<file path="config.mk">
export PLATFORM = sky130hd
export DESIGN_NAME = packed_symmetric_matrix_reduce
export DESIGN_NICKNAME = d
export VERILOG_FILES = /design/src/hw/rtl/psmr_pkg.sv /design/src/hw/rtl/psmr_accum.sv /design/src/hw/rtl/psmr_out_stage.sv /design/src/hw/rtl/packed_symmetric_matrix_reduce.sv
export VERILOG_INCLUDE_DIRS = /design/src /design/src/hw/rtl
export SDC_FILE = /design/constraint.sdc
export NUM_CORES = 1
export LEC_CHECK = 0
export BUFFER_PORTS_ARGS = -buffer_cell sky130_fd_sc_hd__buf_2
export CORE_MARGIN = 1
export CORE_UTILIZATION = 35
export CTS_CLUSTER_SIZE = 28
export DETAILED_ROUTE_END_ITERATION = 16
export GPL_ROUTABILITY_DRIVEN = 1
export PLACE_DENSITY = 0.62
export SYNTH_ARGS = -nofsm -noshare
export SYNTH_HDL_FRONTEND = slang
export SYNTH_HIERARCHICAL = 1
export SYNTH_SLANG_ARGS = --single-unit
</file>
<file path="constraint.sdc">
create_clock -name aclk -period 36.9 [get_ports aclk]
set_input_delay 11.07 -clock aclk [delete_from_list [all_inputs] [get_ports aclk]]
set_output_delay 11.07 -clock aclk [all_outputs]
set_load 0.05 [all_outputs]
</file>
<file path="src/hw/rtl/packed_symmetric_matrix_reduce_macros.svh">
// ----------------------------------------------------------------------------
// Assertion macros for packed_symmetric_matrix_reduce
// Shared concurrent assertion forms, clocked on the rising edge, reset masked.
// ----------------------------------------------------------------------------
`ifndef PACKED_SYMMETRIC_MATRIX_REDUCE_MACROS_SVH
`define PACKED_SYMMETRIC_MATRIX_REDUCE_MACROS_SVH

// same-cycle implication
`define PSMR_ASSERT_NOW(label, clk, rst_n, ante, cons) \
    label: assert property (@(posedge clk) disable iff (!(rst_n)) (ante) |-> (cons)) \
        else $error("psmr assertion failed");

// next-cycle implication
`define PSMR_ASSERT_NEXT(label, clk, rst_n, ante, cons) \
    label: assert property (@(posedge clk) disable iff (!(rst_n)) (ante) |=> (cons)) \
        else $error("psmr assertion failed");

`endif

</file>
<file path="src/hw/rtl/psmr_pkg.sv">
// ----------------------------------------------------------------------------
// psmr_pkg
// Widths, defaults and the result record of the packed symmetric matrix reduce.
// ----------------------------------------------------------------------------
`timescale 1ns / 1ps
`default_nettype none

package psmr_pkg;

    localparam int MAX_ORDER_DEFAULT    = 16;
    localparam int ELEMENT_BITS_DEFAULT = 32;

    localparam int ORDER_W     = 5;
    localparam int ORDER_RESET = 16;
    localparam int ORDER_EXT_W = 7;

    localparam int SUM_W = 40;
    localparam int ABS_W = 39;
    localparam int VAL_W = 32;
    localparam int POS_W = 8;

    localparam int IN_DATA_W  = 32;
    localparam int OUT_DATA_W = 160;

    typedef struct packed {
        logic [POS_W-1:0]        max_position;
        logic [POS_W-1:0]        min_position;
        logic signed [VAL_W-1:0] max_value;
        logic signed [VAL_W-1:0] min_value;
        logic [ABS_W-1:0]        abs_sum;
        logic signed [SUM_W-1:0] full_sum;
    } psmr_result_t;

endpackage

`default_nettype wire

</file>
<file path="src/hw/rtl/psmr_accum.sv">
// ----------------------------------------------------------------------------
// psmr_accum
// Row and column tracking, running sums and min/max search over one triangle.
// ----------------------------------------------------------------------------
`timescale 1ns / 1ps
`default_nettype none
`include "packed_symmetric_matrix_reduce_macros.svh"

module psmr_accum
    import psmr_pkg::*;
#(
    parameter int MAX_ORDER    = MAX_ORDER_DEFAULT,
    parameter int ELEMENT_BITS = ELEMENT_BITS_DEFAULT
) (
    input  wire logic                 aclk,
    input  wire logic                 aresetn,
    input  wire logic                 cfg_wr_en,
    input  wire logic [ORDER_W-1:0]   cfg_wr_data,
    input  wire logic                 item_fire,
    input  wire logic [IN_DATA_W-1:0] item_data,
    output logic                      item_is_last,
    output logic                      result_fire,
    output psmr_result_t              result
);

    localparam int CNT_W = (MAX_ORDER > 1) ? $clog2(MAX_ORDER) : 1;
    localparam int RESET_ORDER = (ORDER_RESET < MAX_ORDER) ? ORDER_RESET : MAX_ORDER;
    localparam logic [ORDER_EXT_W-1:0] MAX_ORDER_V = ORDER_EXT_W'(MAX_ORDER);

    logic [CNT_W-1:0]        last_idx_reg, last_idx_next;
    logic [CNT_W-1:0]        row_reg, row_next;
    logic [CNT_W-1:0]        col_reg, col_next;
    logic [POS_W-1:0]        pos_reg, pos_next;
    logic [SUM_W-1:0]        sum_reg, sum_next;
    logic [SUM_W-1:0]        abs_reg, abs_next;
    logic signed [VAL_W-1:0] min_reg, min_next;
    logic signed [VAL_W-1:0] max_reg, max_next;
    logic [POS_W-1:0]        min_pos_reg, min_pos_next;
    logic [POS_W-1:0]        max_pos_reg, max_pos_next;

    logic signed [ELEMENT_BITS-1:0] elem;
    logic signed [SUM_W-1:0]        val_ext;
    logic [SUM_W-1:0]               term;
    logic [SUM_W-1:0]               mag;
    logic signed [VAL_W-1:0]        val;
    logic [ORDER_EXT_W-1:0]         cfg_order;
    logic [CNT_W-1:0]               cfg_last;
    logic                           first;
    logic                           upd_min;
    logic                           upd_max;
    logic                           row_end;

    assign elem    = $signed(item_data[ELEMENT_BITS-1:0]);
    assign val_ext = SUM_W'(elem);
    assign val     = VAL_W'(elem);
    assign term    = (row_reg == col_reg) ? val_ext : {val_ext[SUM_W-2:0], 1'b0};
    assign mag     = val_ext[SUM_W-1] ? (~val_ext + SUM_W'(1)) : val_ext;

    assign first   = (pos_reg == '0);
    assign upd_min = first || (val < min_reg);
    assign upd_max = first || (val > max_reg);
    assign row_end = (col_reg >= last_idx_reg);

    assign item_is_last = row_end && (row_reg >= last_idx_reg);
    assign result_fire  = item_fire && item_is_last && !cfg_wr_en;

    assign cfg_order = ORDER_EXT_W'(cfg_wr_data);

    always_comb begin
        if (cfg_order == '0) begin
            cfg_last = '0;
        end else if (cfg_order > MAX_ORDER_V) begin
            cfg_last = CNT_W'(MAX_ORDER - 1);
        end else begin
            cfg_last = CNT_W'(cfg_order - ORDER_EXT_W'(1));
        end
    end

    always_comb begin
        sum_next     = sum_reg + term;
        abs_next     = abs_reg + mag;
        min_next     = upd_min ? val : min_reg;
        max_next     = upd_max ? val : max_reg;
        min_pos_next = upd_min ? pos_reg : min_pos_reg;
        max_pos_next = upd_max ? pos_reg : max_pos_reg;
        pos_next     = pos_reg + POS_W'(1);
        if (row_end) begin
            row_next = row_reg + CNT_W'(1);
            col_next = row_reg + CNT_W'(1);
        end else begin
            row_next = row_reg;
            col_next = col_reg + CNT_W'(1);
        end
        last_idx_next = cfg_wr_en ? cfg_last : last_idx_reg;
    end

    always_comb begin
        result.full_sum     = $signed(sum_next);
        result.abs_sum      = abs_next[ABS_W-1:0];
        result.min_value    = min_next;
        result.max_value    = max_next;
        result.min_position = min_pos_next;
        result.max_position = max_pos_next;
    end

    always_ff @(posedge aclk) begin
        if (!aresetn) begin
            last_idx_reg <= CNT_W'(RESET_ORDER - 1);
            row_reg      <= '0;
            col_reg      <= '0;
            pos_reg      <= '0;
            sum_reg      <= '0;
            abs_reg      <= '0;
            min_reg      <= '0;
            max_reg      <= '0;
            min_pos_reg  <= '0;
            max_pos_reg  <= '0;
        end else begin
            last_idx_reg <= last_idx_next;
            if (cfg_wr_en || result_fire) begin
                row_reg     <= '0;
                col_reg     <= '0;
                pos_reg     <= '0;
                sum_reg     <= '0;
                abs_reg     <= '0;
                min_reg     <= '0;
                max_reg     <= '0;
                min_pos_reg <= '0;
                max_pos_reg <= '0;
            end else if (item_fire) begin
                row_reg     <= row_next;
                col_reg     <= col_next;
                pos_reg     <= pos_next;
                sum_reg     <= sum_next;
                abs_reg     <= abs_next;
                min_reg     <= min_next;
                max_reg     <= max_next;
                min_pos_reg <= min_pos_next;
                max_pos_reg <= max_pos_next;
            end
        end
    end

    `PSMR_ASSERT_NEXT(a_clear_after_result, aclk, aresetn, result_fire, pos_reg == '0)
    `PSMR_ASSERT_NOW(a_col_not_below_row, aclk, aresetn, 1'b1, col_reg >= row_reg)
    `PSMR_ASSERT_NOW(a_row_in_range, aclk, aresetn, 1'b1, row_reg <= last_idx_reg)
    `PSMR_ASSERT_NOW(a_min_le_max, aclk, aresetn, result_fire,
                     result.min_value <= result.max_value)

endmodule

`default_nettype wire

</file>
<file path="src/hw/rtl/psmr_out_stage.sv">
// ----------------------------------------------------------------------------
// psmr_out_stage
// Result register driving the master stream; frees itself as items are taken.
// ----------------------------------------------------------------------------
`timescale 1ns / 1ps
`default_nettype none

module psmr_out_stage
    import psmr_pkg::*;
(
    input  wire logic                  aclk,
    input  wire logic                  aresetn,
    input  wire logic                  load,
    input  wire psmr_result_t          result,
    output logic                       out_free,
    output logic                       m_axis_tvalid,
    input  wire logic                  m_axis_tready,
    output logic [OUT_DATA_W-1:0]      m_axis_tdata
);

    logic                  valid_reg, valid_next;
    logic [OUT_DATA_W-1:0] data_reg;

    assign out_free      = !valid_reg || m_axis_tready;
    assign m_axis_tvalid = valid_reg;
    assign m_axis_tdata  = data_reg;

    always_comb begin
        if (load) begin
            valid_next = 1'b1;
        end else if (m_axis_tready) begin
            valid_next = 1'b0;
        end else begin
            valid_next = valid_reg;
        end
    end

    always_ff @(posedge aclk) begin
        if (!aresetn) begin
            valid_reg <= 1'b0;
        end else begin
            valid_reg <= valid_next;
        end
    end

    always_ff @(posedge aclk) begin
        if (load) begin
            data_reg <= OUT_DATA_W'({result.max_position, result.min_position,
                                     result.max_value, result.min_value,
                                     result.abs_sum, result.full_sum});
        end
    end

endmodule

`default_nettype wire

</file>
<file path="src/hw/rtl/packed_symmetric_matrix_reduce.sv">
// ----------------------------------------------------------------------------
// packed_symmetric_matrix_reduce
// Streams the packed upper triangle of a symmetric matrix and reports its sums
// and extremes once per triangle.
// ----------------------------------------------------------------------------
// Elements enter row-major (row a, columns a..n-1), one per cycle. Each item
// is held in the input register and is then folded into the running sums and
// min/max; the edge that folds in the last element of a triangle also writes
// the result register, so that element passes the input register and then the
// result register before m_axis_tvalid rises. Throughput is one item per cycle,
// set by the add and compare that feed the running registers; the input only
// waits when the last item of a triangle meets a result register still held by
// m_axis_tready low. Writing the order register restarts the triangle; order 0
// acts as 1 and orders above MAX_ORDER act as MAX_ORDER.
`timescale 1ns / 1ps
`default_nettype none

module packed_symmetric_matrix_reduce
    import psmr_pkg::*;
#(
    parameter int MAX_ORDER    = MAX_ORDER_DEFAULT,
    parameter int ELEMENT_BITS = ELEMENT_BITS_DEFAULT
) (
    input  wire logic                  aclk,
    input  wire logic                  aresetn,
    input  wire logic                  cfg_wr_en,
    input  wire logic [ORDER_W-1:0]    cfg_wr_data,   // order_in_use
    input  wire logic                  s_axis_tvalid,
    output logic                       s_axis_tready,
    input  wire logic [IN_DATA_W-1:0]  s_axis_tdata,  // [31:0] element_value
    output logic                       m_axis_tvalid,
    input  wire logic                  m_axis_tready,
    // [39:0] full_sum, [78:40] abs_sum, [110:79] min_value, [142:111] max_value,
    // [150:143] min_position, [158:151] max_position, [159] zero
    output logic [OUT_DATA_W-1:0]      m_axis_tdata
);

    logic                 in_valid_reg, in_valid_next;
    logic [IN_DATA_W-1:0] in_data_reg;
    logic                 advance;
    logic                 item_is_last;
    logic                 result_fire;
    logic                 out_free;
    psmr_result_t         result;

    assign advance       = in_valid_reg && (!item_is_last || out_free);
    assign s_axis_tready = !in_valid_reg || advance;

    always_comb begin
        if (s_axis_tvalid && s_axis_tready) begin
            in_valid_next = 1'b1;
        end else if (advance) begin
            in_valid_next = 1'b0;
        end else begin
            in_valid_next = in_valid_reg;
        end
    end

    always_ff @(posedge aclk) begin
        if (!aresetn) begin
            in_valid_reg <= 1'b0;
        end else begin
            in_valid_reg <= in_valid_next;
        end
    end

    always_ff @(posedge aclk) begin
        if (s_axis_tvalid && s_axis_tready) begin
            in_data_reg <= s_axis_tdata;
        end
    end

    psmr_accum #(
        .MAX_ORDER    (MAX_ORDER),
        .ELEMENT_BITS (ELEMENT_BITS)
    ) u_accum (
        .aclk         (aclk),
        .aresetn      (aresetn),
        .cfg_wr_en    (cfg_wr_en),
        .cfg_wr_data  (cfg_wr_data),
        .item_fire    (advance),
        .item_data    (in_data_reg),
        .item_is_last (item_is_last),
        .result_fire  (result_fire),
        .result       (result)
    );

    psmr_out_stage u_out (
        .aclk          (aclk),
        .aresetn       (aresetn),
        .load          (result_fire),
        .result        (result),
        .out_free      (out_free),
        .m_axis_tvalid (m_axis_tvalid),
        .m_axis_tready (m_axis_tready),
        .m_axis_tdata  (m_axis_tdata)
    );

endmodule

`default_nettype wire
</file>
==> results.ini <==
[run_status]
status=complete, no violations

[power]
combPwrFrac_pct=15.8
power_frac_seq_pct=44.2
swShare_pct=28.0
power_density_nw_per_um2=43.8
p_leak_nw=9.54
clkPwrFrac_pct=40.0
power_switching_mw=0.293
power.internal_mw=0.753
ir_worst_vdd_mv=0.0257

[sta]
finalWorstSetupSlack_ns=14.13
period_share_pct=61.7
max_slew_margin_pct=24.2
fmax_mhz=43.9
hold_violations=0
finalSetupViolations=0
finalCriticalPeriod_ns=22.77
rsz0062_at_grt=no
worstMarginPinSlew_ns=1.14
setup_tns_ns=0
skew_ns=0.0206
drv_slew=0

[synthesis]
synthSimpleGateAreaFrac_pct=12.9
synthCells=2079
synth_top_area_share_pct=27.6
synthMuxAreaShare_pct=8.90
async_flop_share_pct=0
synth_top_family_by_area=compound AO/OA/AOI/OAI gates
synth_fa_ha_area_share_pct=9.63
synth_warnings=6
syn_area_per_cell_sq_um=10.0
synth_area_leaders=edfxtp_1 (28%), dfxtp_1 (17%), ha_1 (9.4%), mux2i_1 (5.5%), xnor2_1 (3.5%)
yosys.area.top_type=edfxtp_1
synth_seq_cells=372
yosys_most_used_dff=edfxtp_1
yosys-top-cells-count=nand2_1 (195), edfxtp_1 (191), dfxtp_1 (181)
yosysSeqAreaShare_pct=45.0
synth_cell_types=86
syn_area_sq_um=20800
synth_compound_area_share_pct=14.2
synth_edf_count=191
synth-xor-area-share_pct=5.05
yosysMostFrequentCell=nand2_1

[place]
dp_hpwl_um=40800
dpl.cell_count=2958
dpl-instance-area_sq_um=22500
portBuffers=202
post-place-ws_ns=14.13
gp_congestion=0.882

[die]
die_y_um=246
die_w_um=246
num_rows=89
dieArea_sq_um=60400
core_sq_um=58900
initial_core_util_pct=35.3
ioPinCount=204

[cts]
cts.reportedPaths.clkPinSlew_ns=0.06
htree_levels=2
cts_root_buffer=clkbuf_16
numCtsBuffers=43
clk_path_buf_depth=3
post_cts_buffers=0
cts_tree=yes
ctsResizeCount=0
clk_latency_ns=0.58
cts_sinks=372
cts-hold-fix-buffers=0

[drt]
route.detailed.wl_per_inst_um=19.0
ant_nets=0
drt_first_pass_iters=5
first_iter_violations=927
num_vias=16100
viasPerCell=5.29
drc_errors=0
routed_wl_um=57700

[global_routing]
grt_antenna_before_repair=1
grt_start_max_net_pins=161
first_global_vias=15500
grtUsageTotal_pct=18.8
grt_pass1_wl_um=88200
grt_remaining_overflow=0

[critical_path]
crit_buf_inv=2
worstPathRequired_ns=25.83
cp.arrival_ns=11.70
cp-start-kind=input port
crit_fanout=3
cp_common_cell=buf_2
path_delay_family=buffers and inverters
critical_path.cell_chain=buf_2 -> nand2b_4 -> nand3b_4 -> buf_2
cp_slowest_stage_delay_ns=0.23
cp_slowest_cell=buf_2
critical_path_class=in -> out
cp-end-kind=output pin

[flow_run]
drv_cap=0

[final_layout]
drive_gt1_share_pct=17.0
layout.nets=2431
fin_cells=3037
post-route-util_pct=40.6
largest_reg_flops=159
synthToLayoutAreaGrowth_pct=14.8
finalInstanceArea_sq_um=23900

[worst_hold_path]
min_path_type=reg -> reg

[routing by layer]
metal	track usage, %	routed length (um)
met5	0	0
met3	3.01	2940
met2	30.5	26800
met4	7.86	2190
met1	24.6	25800
[worst reg2reg max path, cell delays in order, from the launching register on]
cell	delay [ns]
edfxtp_1	0.59
inv_2	0.23
nand4b_1	0.19
or2_0	0.29
or3_1	0.40
or2_1	0.24
or4_4	0.48
o31ai_1	0.27
xnor2_1	0.17
ha_1	0.35
a21oi_1	0.30
nor2_1	0.09
a2111oi_0	0.56
o211a_1	0.32
or2_1	0.20
o21ai_0	0.13
xnor2_1	0.39
mux2i_1	0.13
nor2_1	0.12
[final cells by class]
cell class              count  area [sq um]
multi-input cells        1487         10600
clock inverters            23           215
diodes                      1          2.50
inverters                 106           398
flip-flops and latches    372          9360
clock buffers              55          1150
repair buffers            220          1160
well taps                 773           967
fillers                  5695         35000
[metrics by stage]
stage | power [mW] | hold WS (ns)
finish | 1.05 | 0.459
global placement | 0.631 | 0.442
detailed placement | 0.634 | 0.447
global route | 1.09 | 0.472
floorplan | 0.584 | 0.435
CTS | 1.06 | 0.458
[worst paths after layout]
| check | startpoint | to | slack [ns] | depth (start not counted) |
|---|---|---|---|---|
| worst min-delay path | u_accum/min_reg[27] | u_accum/min_reg[27] | 0.46 | 2 |
| worst max register to register | in_data_reg[0] | u_accum/abs_reg[22] | 31.38 | 18 |
| worst min register to register | u_accum/min_reg[27] | u_accum/min_reg[27] | 0.46 | 2 |
| worst max-delay path | m_axis_tready | s_axis_tready | 14.13 | 4 |
[layout by cell type, fill, tap and decap left out, drive strengths merged, types with 6 or more instances in the layout]
cell type / instances
o22ai: 6
a31o: 7
mux2: 61
o211ai: 12
mux2i: 116
a21boi: 6
nand3: 61
nand4: 33
o21a: 10
and2: 8
and3: 13
xor2: 36
clkinv: 17
nor2b: 10
dfxtp: 181
clkbuf: 55
nand4b: 6
nor2: 156
edfxtp: 191
a211oi: 11
o2111ai: 6
and4: 8
xnor2: 84
or3: 20
buf: 220
conb: 7
a21oi: 104
o21ai: 142
a31oi: 12
inv: 106
a21o: 67
ha: 157
nand2: 195
o31ai: 26
nand2b: 13
nor3: 21
o21bai: 10
[logic make-up after synthesis]
kind of cell | Yosys count
buffers and inverters | 225
AOI/OAI and AO/OA | 458
adders and majority gates | 159
and+or+nand+nor | 566
DFF | 372
other | 2
xor gates and xnor gates | 120
muxes | 177
[power by group through the flow]
stage               Clock [mW]  Combinational, mW  Sequential, mW
finish                   0.418              0.165           0.463
global route             0.445              0.182           0.464
CTS                      0.431              0.164           0.462
detailed placement           0              0.163           0.471
global placement             0              0.160           0.471
floorplan                    0              0.121           0.462
(Power assumes the default switching activity.)
